<file path="src/rtl/core/pnc_pkg.sv">
// ----------------------------------------------------------------------------
// pnc_pkg
// Shared types, constants and helpers for the peak normaliser with clamp.
// ----------------------------------------------------------------------------
package pnc_pkg;

  localparam int SAMPLE_W      = 24;
  localparam int PEAK_W        = 23;
  localparam int BITS_W        = 5;
  localparam int RATIO_W       = 17;
  localparam int CLIP_W        = 32;
  localparam int PADDR_W       = 3;
  localparam int PDATA_W       = 32;
  localparam int QUEUE_DEPTH_D = 4;

  localparam logic [RATIO_W-1:0] DEFAULT_RATIO = 17'd62259;
  localparam logic [RATIO_W-1:0] FULL_RATIO    = 17'd65536;
  localparam logic [BITS_W-1:0]  RESET_BITS    = 5'd16;
  localparam logic [BITS_W-1:0]  MIN_BITS      = 5'd8;
  localparam logic [BITS_W-1:0]  MAX_BITS      = 5'd24;

  // Register index, taken from paddr[2]
  localparam logic REG_SAMPLE_BITS  = 1'b0;
  localparam logic REG_TARGET_RATIO = 1'b1;

  localparam logic MODE_MEASURE = 1'b0;
  localparam logic MODE_APPLY   = 1'b1;

  typedef struct packed {
    logic                mode;
    logic                neg;
    logic [SAMPLE_W-1:0] mag;
    logic [SAMPLE_W-1:0] raw;
    logic                last;
  } item_t;

  // Full-scale peak: 2^(bits-1)-1, bits held to 8..24
  function automatic logic [PEAK_W-1:0] peak_of(input logic [BITS_W-1:0] bits);
    logic [BITS_W-1:0] b;
    logic [PEAK_W:0]   one_hot;
    b = bits;
    if (b < MIN_BITS) b = MIN_BITS;
    if (b > MAX_BITS) b = MAX_BITS;
    one_hot = '0;
    one_hot[b - 5'd1] = 1'b1;
    return PEAK_W'(one_hot - 1'b1);
  endfunction

  function automatic logic [RATIO_W-1:0] ratio_of(input logic [RATIO_W-1:0] r);
    if (r == '0 || r > FULL_RATIO) return DEFAULT_RATIO;
    return r;
  endfunction

endpackage

</file>
<file path="src/rtl/core/peak_normalizer_with_clamp_top.sv">
// ----------------------------------------------------------------------------
// peak_normalizer_with_clamp_top
// Two-pass peak normaliser with clamp, APB register port.
// ----------------------------------------------------------------------------
// Each block of signed samples is streamed in twice on the in_ channel:
// first with in_mode = 0 (measure, peak tracking), then with in_mode = 1
// (apply, scaling to the target ratio of full scale with clamping).
// in_last marks the final sample of a pass. The out_ channel carries one
// result per apply sample and one for the last measure sample.
// Transfers happen when valid is high and stall is low.
// A four-entry queue sits behind the input, so the sender can run ahead.
// An apply item passes through pop, classify, two multiply steps, a 48-step
// restoring divide (one quotient bit per cycle), clamp and emit. A measure
// item is popped and classified, and emitted only with in_last. Passthrough
// (silent block) skips the multiplies and the divide. The back end takes the
// next item only once it is through with the last one.
// The result register holds its value while out_stall is high; the back end
// waits on it, and the input stalls once the queue fills.
// Reset clears the queue, the statistics and sets the new-block flag;
// sample_bits returns to 16 and target_ratio to 62259.
// Registers (psel/penable write, pready always high): 0x0 sample_bits,
// 0x4 target_ratio.
// ----------------------------------------------------------------------------
module peak_normalizer_with_clamp_top import pnc_pkg::*; #(
  parameter int QUEUE_DEPTH = QUEUE_DEPTH_D
) (
  input  logic                clk,
  input  logic                rst_n,
  input  logic                psel,
  input  logic                penable,
  input  logic                pwrite,
  input  logic [PADDR_W-1:0]  paddr,
  input  logic [PDATA_W-1:0]  pwdata,
  output logic [PDATA_W-1:0]  prdata,
  output logic                pready,
  input  logic                in_valid,
  output logic                in_stall,
  input  logic                in_mode,
  input  logic [SAMPLE_W-1:0] in_sample,
  input  logic                in_last,
  output logic                out_valid,
  input  logic                out_stall,
  output logic [SAMPLE_W-1:0] out_scaled,
  output logic                out_clipped,
  output logic                out_final_res,
  output logic [SAMPLE_W-1:0] out_peak_before,
  output logic [PEAK_W-1:0]   out_peak_after,
  output logic [CLIP_W-1:0]   out_clip_count
);

  logic [BITS_W-1:0]  bits_r;
  logic [RATIO_W-1:0] ratio_r;
  logic [PEAK_W-1:0]  peak_r;
  logic [RATIO_W-1:0] ratio_eff_r;
  logic               wr_en;
  logic               q_valid;
  logic               q_pop;
  item_t              q_item;

  assign pready = 1'b1;
  assign wr_en  = psel && penable && pwrite && pready;

  always_comb begin
    case (paddr[2])
      REG_SAMPLE_BITS:  prdata = PDATA_W'(bits_r);
      REG_TARGET_RATIO: prdata = PDATA_W'(ratio_r);
      default:          prdata = '0;
    endcase
  end

  always_ff @(posedge clk) begin
    if (!rst_n) begin
      bits_r  <= RESET_BITS;
      ratio_r <= DEFAULT_RATIO;
    end else if (wr_en) begin
      if (paddr[2] == REG_SAMPLE_BITS) bits_r  <= pwdata[BITS_W-1:0];
      else                             ratio_r <= pwdata[RATIO_W-1:0];
    end
  end

  // decoded settings, registered off the multiply path
  always_ff @(posedge clk) begin
    peak_r      <= peak_of(bits_r);
    ratio_eff_r <= ratio_of(ratio_r);
  end

  pnc_front #(
    .QUEUE_DEPTH (QUEUE_DEPTH)
  ) u_front (
    .clk       (clk),
    .rst_n     (rst_n),
    .in_valid  (in_valid),
    .in_stall  (in_stall),
    .in_mode   (in_mode),
    .in_sample (in_sample),
    .in_last   (in_last),
    .q_valid   (q_valid),
    .q_item    (q_item),
    .q_pop     (q_pop)
  );

  pnc_back u_back (
    .clk             (clk),
    .rst_n           (rst_n),
    .q_valid         (q_valid),
    .q_item          (q_item),
    .q_pop           (q_pop),
    .peak            (peak_r),
    .ratio           (ratio_eff_r),
    .out_valid       (out_valid),
    .out_stall       (out_stall),
    .out_scaled      (out_scaled),
    .out_clipped     (out_clipped),
    .out_final_res   (out_final_res),
    .out_peak_before (out_peak_before),
    .out_peak_after  (out_peak_after),
    .out_clip_count  (out_clip_count)
  );

endmodule

</file>
<file path="src/rtl/core/pnc_front.sv">
// ----------------------------------------------------------------------------
// pnc_front
// Takes input transfers, splits each sample into sign and magnitude and
// queues the item for the back end.
// ----------------------------------------------------------------------------
module pnc_front import pnc_pkg::*; #(
  parameter int QUEUE_DEPTH = QUEUE_DEPTH_D
) (
  input  logic                clk,
  input  logic                rst_n,
  input  logic                in_valid,
  output logic                in_stall,
  input  logic                in_mode,
  input  logic [SAMPLE_W-1:0] in_sample,
  input  logic                in_last,
  output logic                q_valid,
  output item_t               q_item,
  input  logic                q_pop
);

  localparam int AW = (QUEUE_DEPTH > 1) ? $clog2(QUEUE_DEPTH) : 1;
  localparam int CW = $clog2(QUEUE_DEPTH + 1);

  item_t          mem_r [QUEUE_DEPTH];
  logic [AW-1:0]  wr_ptr_r, wr_ptr_nxt;
  logic [AW-1:0]  rd_ptr_r, rd_ptr_nxt;
  logic [CW-1:0]  count_r, count_nxt;
  item_t          cls;
  logic           push;
  logic           pop;

  always_comb begin
    cls.mode = in_mode;
    cls.neg  = in_sample[SAMPLE_W-1];
    cls.raw  = in_sample;
    cls.last = in_last;
    // most negative value keeps magnitude 2^23 exactly
    cls.mag  = in_sample[SAMPLE_W-1] ? (~in_sample + 1'b1) : in_sample;
  end

  assign in_stall = (count_r == CW'(QUEUE_DEPTH));
  assign push     = in_valid && !in_stall;
  assign q_valid  = (count_r != '0);
  assign pop      = q_pop && q_valid;
  assign q_item   = mem_r[rd_ptr_r];

  always_comb begin
    wr_ptr_nxt = wr_ptr_r;
    rd_ptr_nxt = rd_ptr_r;
    count_nxt  = count_r;
    if (push) begin
      wr_ptr_nxt = (wr_ptr_r == AW'(QUEUE_DEPTH - 1)) ? '0 : wr_ptr_r + 1'b1;
    end
    if (pop) begin
      rd_ptr_nxt = (rd_ptr_r == AW'(QUEUE_DEPTH - 1)) ? '0 : rd_ptr_r + 1'b1;
    end
    if (push && !pop)      count_nxt = count_r + 1'b1;
    else if (pop && !push) count_nxt = count_r - 1'b1;
  end

  always_ff @(posedge clk) begin
    if (!rst_n) begin
      wr_ptr_r <= '0;
      rd_ptr_r <= '0;
      count_r  <= '0;
    end else begin
      wr_ptr_r <= wr_ptr_nxt;
      rd_ptr_r <= rd_ptr_nxt;
      count_r  <= count_nxt;
    end
  end

  always_ff @(posedge clk) begin
    if (push) begin
      mem_r[wr_ptr_r] <= cls;
    end
  end

endmodule

</file>
<file path="src/rtl/core/pnc_back.sv">
// ----------------------------------------------------------------------------
// pnc_back
// Executes queued items in order: peak tracking, scaling by two registered
// multiplies and a restoring divider, clamping, statistics and result
// register.
// ----------------------------------------------------------------------------
module pnc_back import pnc_pkg::*; (
  input  logic                clk,
  input  logic                rst_n,
  input  logic                q_valid,
  input  item_t               q_item,
  output logic                q_pop,
  input  logic [PEAK_W-1:0]   peak,
  input  logic [RATIO_W-1:0]  ratio,
  output logic                out_valid,
  input  logic                out_stall,
  output logic [SAMPLE_W-1:0] out_scaled,
  output logic                out_clipped,
  output logic                out_final_res,
  output logic [SAMPLE_W-1:0] out_peak_before,
  output logic [PEAK_W-1:0]   out_peak_after,
  output logic [CLIP_W-1:0]   out_clip_count
);

  localparam int PROD_W = SAMPLE_W + PEAK_W;
  localparam int NUM_W  = 64;
  localparam int DIV_W  = NUM_W - 16;
  localparam int CNT_W  = $clog2(DIV_W);

  typedef enum logic [6:0] {
    ST_IDLE = 7'b0000001,
    ST_EXEC = 7'b0000010,
    ST_MUL1 = 7'b0000100,
    ST_MUL2 = 7'b0001000,
    ST_DIV  = 7'b0010000,
    ST_FIN  = 7'b0100000,
    ST_EMIT = 7'b1000000
  } state_t;

  state_t              state_r, state_nxt;
  item_t               item_r, item_nxt;
  logic [SAMPLE_W-1:0] max_in_r, max_in_nxt;
  logic [PEAK_W-1:0]   max_out_r, max_out_nxt;
  logic [CLIP_W-1:0]   clip_r, clip_nxt;
  logic                blk_start_r, blk_start_nxt;
  logic [PROD_W-1:0]   prod_r, prod_nxt;
  logic [DIV_W-1:0]    dvd_r, dvd_nxt;
  logic [SAMPLE_W-1:0] rem_r, rem_nxt;
  logic [CNT_W-1:0]    cnt_r, cnt_nxt;
  logic [SAMPLE_W-1:0] res_scaled_r, res_scaled_nxt;
  logic                res_clip_r, res_clip_nxt;
  logic                out_valid_r, out_valid_nxt;

  logic [NUM_W-1:0]    num;
  logic [SAMPLE_W:0]   trial;
  logic [SAMPLE_W:0]   trial_sub;
  logic [SAMPLE_W-1:0] base_in;
  logic [PEAK_W-1:0]   q_clamped;
  logic                out_load;

  assign out_load = (state_r == ST_EMIT) && (!out_valid_r || !out_stall);
  assign q_pop    = (state_r == ST_IDLE) && q_valid;
  assign out_valid = out_valid_r;

  always_comb begin
    state_nxt      = state_r;
    item_nxt       = item_r;
    max_in_nxt     = max_in_r;
    max_out_nxt    = max_out_r;
    clip_nxt       = clip_r;
    blk_start_nxt  = blk_start_r;
    prod_nxt       = prod_r;
    dvd_nxt        = dvd_r;
    rem_nxt        = rem_r;
    cnt_nxt        = cnt_r;
    res_scaled_nxt = res_scaled_r;
    res_clip_nxt   = res_clip_r;
    base_in        = blk_start_r ? '0 : max_in_r;
    num            = NUM_W'(prod_r) * NUM_W'(ratio) + (NUM_W'(max_in_r) << 15);
    trial          = {rem_r, dvd_r[DIV_W-1]};
    trial_sub      = trial - {1'b0, max_in_r};
    q_clamped      = '0;

    case (state_r)
      ST_IDLE: begin
        if (q_valid) begin
          item_nxt  = q_item;
          state_nxt = ST_EXEC;
        end
      end
      ST_EXEC: begin
        // first item of a block clears the statistics
        if (blk_start_r) begin
          max_out_nxt = '0;
          clip_nxt    = '0;
        end
        blk_start_nxt  = 1'b0;
        max_in_nxt     = base_in;
        res_scaled_nxt = '0;
        res_clip_nxt   = 1'b0;
        if (item_r.mode == MODE_MEASURE) begin
          if (item_r.mag > base_in) max_in_nxt = item_r.mag;
          state_nxt = item_r.last ? ST_EMIT : ST_IDLE;
        end else if (base_in == '0) begin
          res_scaled_nxt = item_r.raw;
          if (item_r.last) blk_start_nxt = 1'b1;
          state_nxt = ST_EMIT;
        end else begin
          state_nxt = ST_MUL1;
        end
      end
      ST_MUL1: begin
        prod_nxt  = PROD_W'(item_r.mag) * PROD_W'(peak);
        state_nxt = ST_MUL2;
      end
      ST_MUL2: begin
        // round half up: (num + den/2) / den, den = max_in * 2^16
        dvd_nxt   = num[NUM_W-1:16];
        rem_nxt   = '0;
        cnt_nxt   = '0;
        state_nxt = ST_DIV;
      end
      ST_DIV: begin
        if (!trial_sub[SAMPLE_W]) begin
          rem_nxt = trial_sub[SAMPLE_W-1:0];
          dvd_nxt = {dvd_r[DIV_W-2:0], 1'b1};
        end else begin
          rem_nxt = trial[SAMPLE_W-1:0];
          dvd_nxt = {dvd_r[DIV_W-2:0], 1'b0};
        end
        cnt_nxt = cnt_r + 1'b1;
        if (cnt_r == CNT_W'(DIV_W - 1)) state_nxt = ST_FIN;
      end
      ST_FIN: begin
        // dvd_r now holds the quotient
        if (dvd_r > DIV_W'(peak)) begin
          q_clamped    = peak;
          res_clip_nxt = 1'b1;
          if (clip_r != '1) clip_nxt = clip_r + 1'b1;
        end else begin
          q_clamped = dvd_r[PEAK_W-1:0];
        end
        if (q_clamped > max_out_r) max_out_nxt = q_clamped;
        res_scaled_nxt = item_r.neg ? (~{1'b0, q_clamped} + 1'b1) : {1'b0, q_clamped};
        if (item_r.last) blk_start_nxt = 1'b1;
        state_nxt = ST_EMIT;
      end
      ST_EMIT: begin
        if (out_load) state_nxt = ST_IDLE;
      end
      default: state_nxt = ST_IDLE;
    endcase

    if (out_load)                      out_valid_nxt = 1'b1;
    else if (out_valid_r && !out_stall) out_valid_nxt = 1'b0;
    else                               out_valid_nxt = out_valid_r;
  end

  always_ff @(posedge clk) begin
    if (!rst_n) begin
      state_r     <= ST_IDLE;
      max_in_r    <= '0;
      max_out_r   <= '0;
      clip_r      <= '0;
      blk_start_r <= 1'b1;
      out_valid_r <= 1'b0;
    end else begin
      state_r     <= state_nxt;
      max_in_r    <= max_in_nxt;
      max_out_r   <= max_out_nxt;
      clip_r      <= clip_nxt;
      blk_start_r <= blk_start_nxt;
      out_valid_r <= out_valid_nxt;
    end
  end

  always_ff @(posedge clk) begin
    item_r       <= item_nxt;
    prod_r       <= prod_nxt;
    dvd_r        <= dvd_nxt;
    rem_r        <= rem_nxt;
    cnt_r        <= cnt_nxt;
    res_scaled_r <= res_scaled_nxt;
    res_clip_r   <= res_clip_nxt;
    if (out_load) begin
      out_scaled      <= res_scaled_r;
      out_clipped     <= res_clip_r;
      out_final_res   <= item_r.last;
      out_peak_before <= max_in_r;
      out_peak_after  <= max_out_r;
      out_clip_count  <= clip_r;
    end
  end

endmodule

</file>
<file path="config.mk">
export PLATFORM = sky130hd
export DESIGN_NAME = peak_normalizer_with_clamp_top
export DESIGN_NICKNAME = d
export VERILOG_FILES = /design/src/rtl/core/pnc_pkg.sv /design/src/rtl/core/peak_normalizer_with_clamp_top.sv /design/src/rtl/core/pnc_front.sv /design/src/rtl/core/pnc_back.sv
export SDC_FILE = /design/constraint.sdc
export NUM_CORES = 2
export LEC_CHECK = 0
export BUFFER_PORTS_ARGS = -buffer_cell sky130_fd_sc_hd__buf_4
export CORE_MARGIN = 3
export CORE_UTILIZATION = 59
export CTS_CLUSTER_SIZE = 24
export DETAILED_ROUTE_END_ITERATION = 10
export PLACE_DENSITY = 0.81
export SYNTH_ARGS = -nofsm -noshare
export SYNTH_HDL_FRONTEND = slang
export SYNTH_SLANG_ARGS = --single-unit
</file>
<file path="constraint.sdc">
create_clock -name clk -period 6.5 [get_ports clk]
set_clock_uncertainty 0.15 [all_clocks]
set_input_delay 0.65 -clock clk [delete_from_list [all_inputs] [get_ports clk]]
set_output_delay 0.65 -clock clk [all_outputs]
set_load 0.01 [all_outputs]
</file>
==> results.ini <==
[cts]
clock_sinks = 657
cts_buffers = 70
cts_tree = done
clock_latency_ps = 660
path_clk_slew_ps = 60
cts_root_buf = clkbuf_16
htree_levels = 3
cts_max_path_buffers = 3
ctsHoldBuffers = 0

[global_route]
antenna_found_initial = 4
grt_overflow = 0
grt_start_max_net_pins = 77
grt_pass1_vias = 58700
grt_pass1_wl_mm = 320
grt_usage_pct = 32.6

[synth]
ys_seq_elements = 657
ys_seq_area_share_pct = 25.3
synth_largest_area_cell = fa_1
synthMostInstantiatedCell = inv_1
synth-async-reset-ratio_pct = 0
netlist_instances = 7250
synth_enable_flop_cells = 500
synth_warnings = 0
synth_area_um2 = 71700
yosysUniqueCellTypes = 89
netlist_top_cells_area = fa_1 (32%), edfxtp_1 (21%), inv_1 (7.8%), ha_1 (7.5%), nand2_1 (5.8%)
synth_top_area_share_pct = 32.3
synth_flop_cell = edfxtp_1
synth_top_cells_by_count = inv_1 (1488), fa_1 (1158), nand2_1 (1109), edfxtp_1 (500), and2_1 (480)
syn_avg_cell_area_um2 = 9.89

[min_path]
hp-class = in2reg
hold_start = in_last
min_to = u_front.mem_r[3][0]
whs_path_depth = 1

[detailed_routing]
drt-initial-drc-count = 5740
first_pass_iters = 9
vias = 56900
postRouteAntennaNets = 0
drt_wl_total_mm = 219
drc = 0
wl_per_cell_um = 22.8
vias_per_cell = 5.93

[final_layout]
final_area_um2 = 85900
area_growth_pct = 19.8
fin_util_pct = 71.4
layout-drive-gt1-share_pct = 20.3
fillers = 7620
stdcell_count = 9596
num-nets-final = 9582

[critical_path]
path_delay_family = adder cells
worstReg2RegStart = u_back.item_r[31]
crit_path_start_kind = flip-flop
cp-end-kind = flip-flop
crit_top_cell = fa_1
r2r_cells = 28
worstPathArrival_ps = 7460
critPathMaxFanout = 8
critPathSlowestCell = fa_1
critPathKind = reg2reg
cp.required_ps = 6770
critPathBufInv = 10
r2r_slack_ps = -700
slowest_delay_ps = 550
r2r-end = u_back.prod_r[33]

[place]
placed_cell_area_um2 = 79400
hpwl_mm = 155
io_buffers = 174
dp.cells = 9296
routabilityCongestion = 0.975

[floorplanning]
start_util_pct = 59.6
core_um2 = 120000
dieArea_um2 = 126000
row_count = 127
die_x_um = 355
die_y_um = 355
pin_count = 208

[sta]
maxSlewHeadroom_pct = 10.1
finalSetupTns_ps = -28970
finalCriticalPeriod_ps = 7200
period_share_pct = 111
maxSlewViolCount = 0
worst_pin_slew_ps = 1350
finalHoldViolations = 0
setup_ws_ps = -699
rsz0062_at_grt = yes
fmax_mhz = 139
setup-violations-final = 71

[status]
outcome = complete, but fails checks
violations = negative setup slack

[job]
cap_violations = 0

layout by cell type (no fill, tap or decap), types with 138 or more instances in the layout:
master	count
buf_4	761
dfxtp_1	138
fa_1	1116
inv_1	1410
nand2_1	1059
edfxtp_1	500
ha_1	378
a21oi_1	163
nor2_1	174
and2_1	460
repair_timing:
action                     CTS  global route
pin swaps                  168           270
cloned                       7             5
buffers inserted            87            82
setup endpoints to repair   67            91
resized for setup          290           369
routing by layer:
layer / vias up / track usage [%] / wire length, µm
li1: 23800 / - / -
met1: 28300 / 40.2 / 74400
met2: 3721 / 54.3 / 105000
met3: 1073 / 8.31 / 25200
met4: 2 / 14.4 / 14500
met5: - / 0 / 13
metrics by stage:
step                      hold slack, ps  worst slack (ps)
after floorplan                      250              -154
after global routing                37.2              -926
final                               47.1              -699
after detailed placement             255              -694
after global placement               253              -615
after CTS                           25.8              -585
worst register-to-register path, delay by kind of cell, from the launching register on:
family	cells	cell delay [ps]
simple gates	4	630
flops	1	380
buf+inv	10	890
compound gates	6	1400
fa+ha+maj	8	3520
layout make-up:
type | count | area (µm²) | share of cell area (%)
clock buffers | 89 | 1920 | 2.23
well taps | 1612 | 2020 | 2.35
multi-input cells | 4736 | 48800 | 56.9
inverters | 1489 | 5590 | 6.51
clock inverters | 40 | 457 | 0.532
diodes | 3 | 7.51 | 0.00874
flip-flops and latches | 657 | 18200 | 21.2
repair buffers | 970 | 8880 | 10.3
how the worst max path moves through the flow:
stage	start	to	cells past startpoint	slack, ps
after global routing	u_back.item_r[30]	u_back.prod_r[42]	29	-930
after floorplan	u_back.item_r[39]	u_back.prod_r[46]	22	-150
final	u_back.item_r[31]	u_back.prod_r[33]	28	-700
after global placement	ratio_eff_r[7]	u_back.dvd_r[32]	26	-610
after CTS	u_back.item_r[30]	u_back.prod_r[42]	29	-590
after detailed placement	ratio_eff_r[7]	u_back.dvd_r[32]	26	-690
kinds of logic after synthesis:
logic type / count (synthesis) / synth area share, %
adder cells (fa/ha/maj): 1590 / 39.9
flip-flops: 657 / 25.3
multiplexers: 92 / 2.17
XOR/XNOR: 183 / 2.23
other: 2 / 0.0105
AO/OA/AOI/OAI: 713 / 6.45
AND/OR/NAND/NOR: 2137 / 14.0
buffers and inverters: 1876 / 9.98
sequential cells by signal, summed over array words and instances (netlist names), 32 cells and up:
| name | count |
|---|---|
| u_back.dvd_r | 48 |
| u_back.clip_r | 32 |
| u_back.item_r | 49 |
| u_front.mem_r | 196 |
| u_back.out_clip_count | 32 |
| u_back.prod_r | 47 |
Power is left out: the tool's default activity adds up to more than one toggle a clock period on the data nets, which glitch-free logic cannot reach.
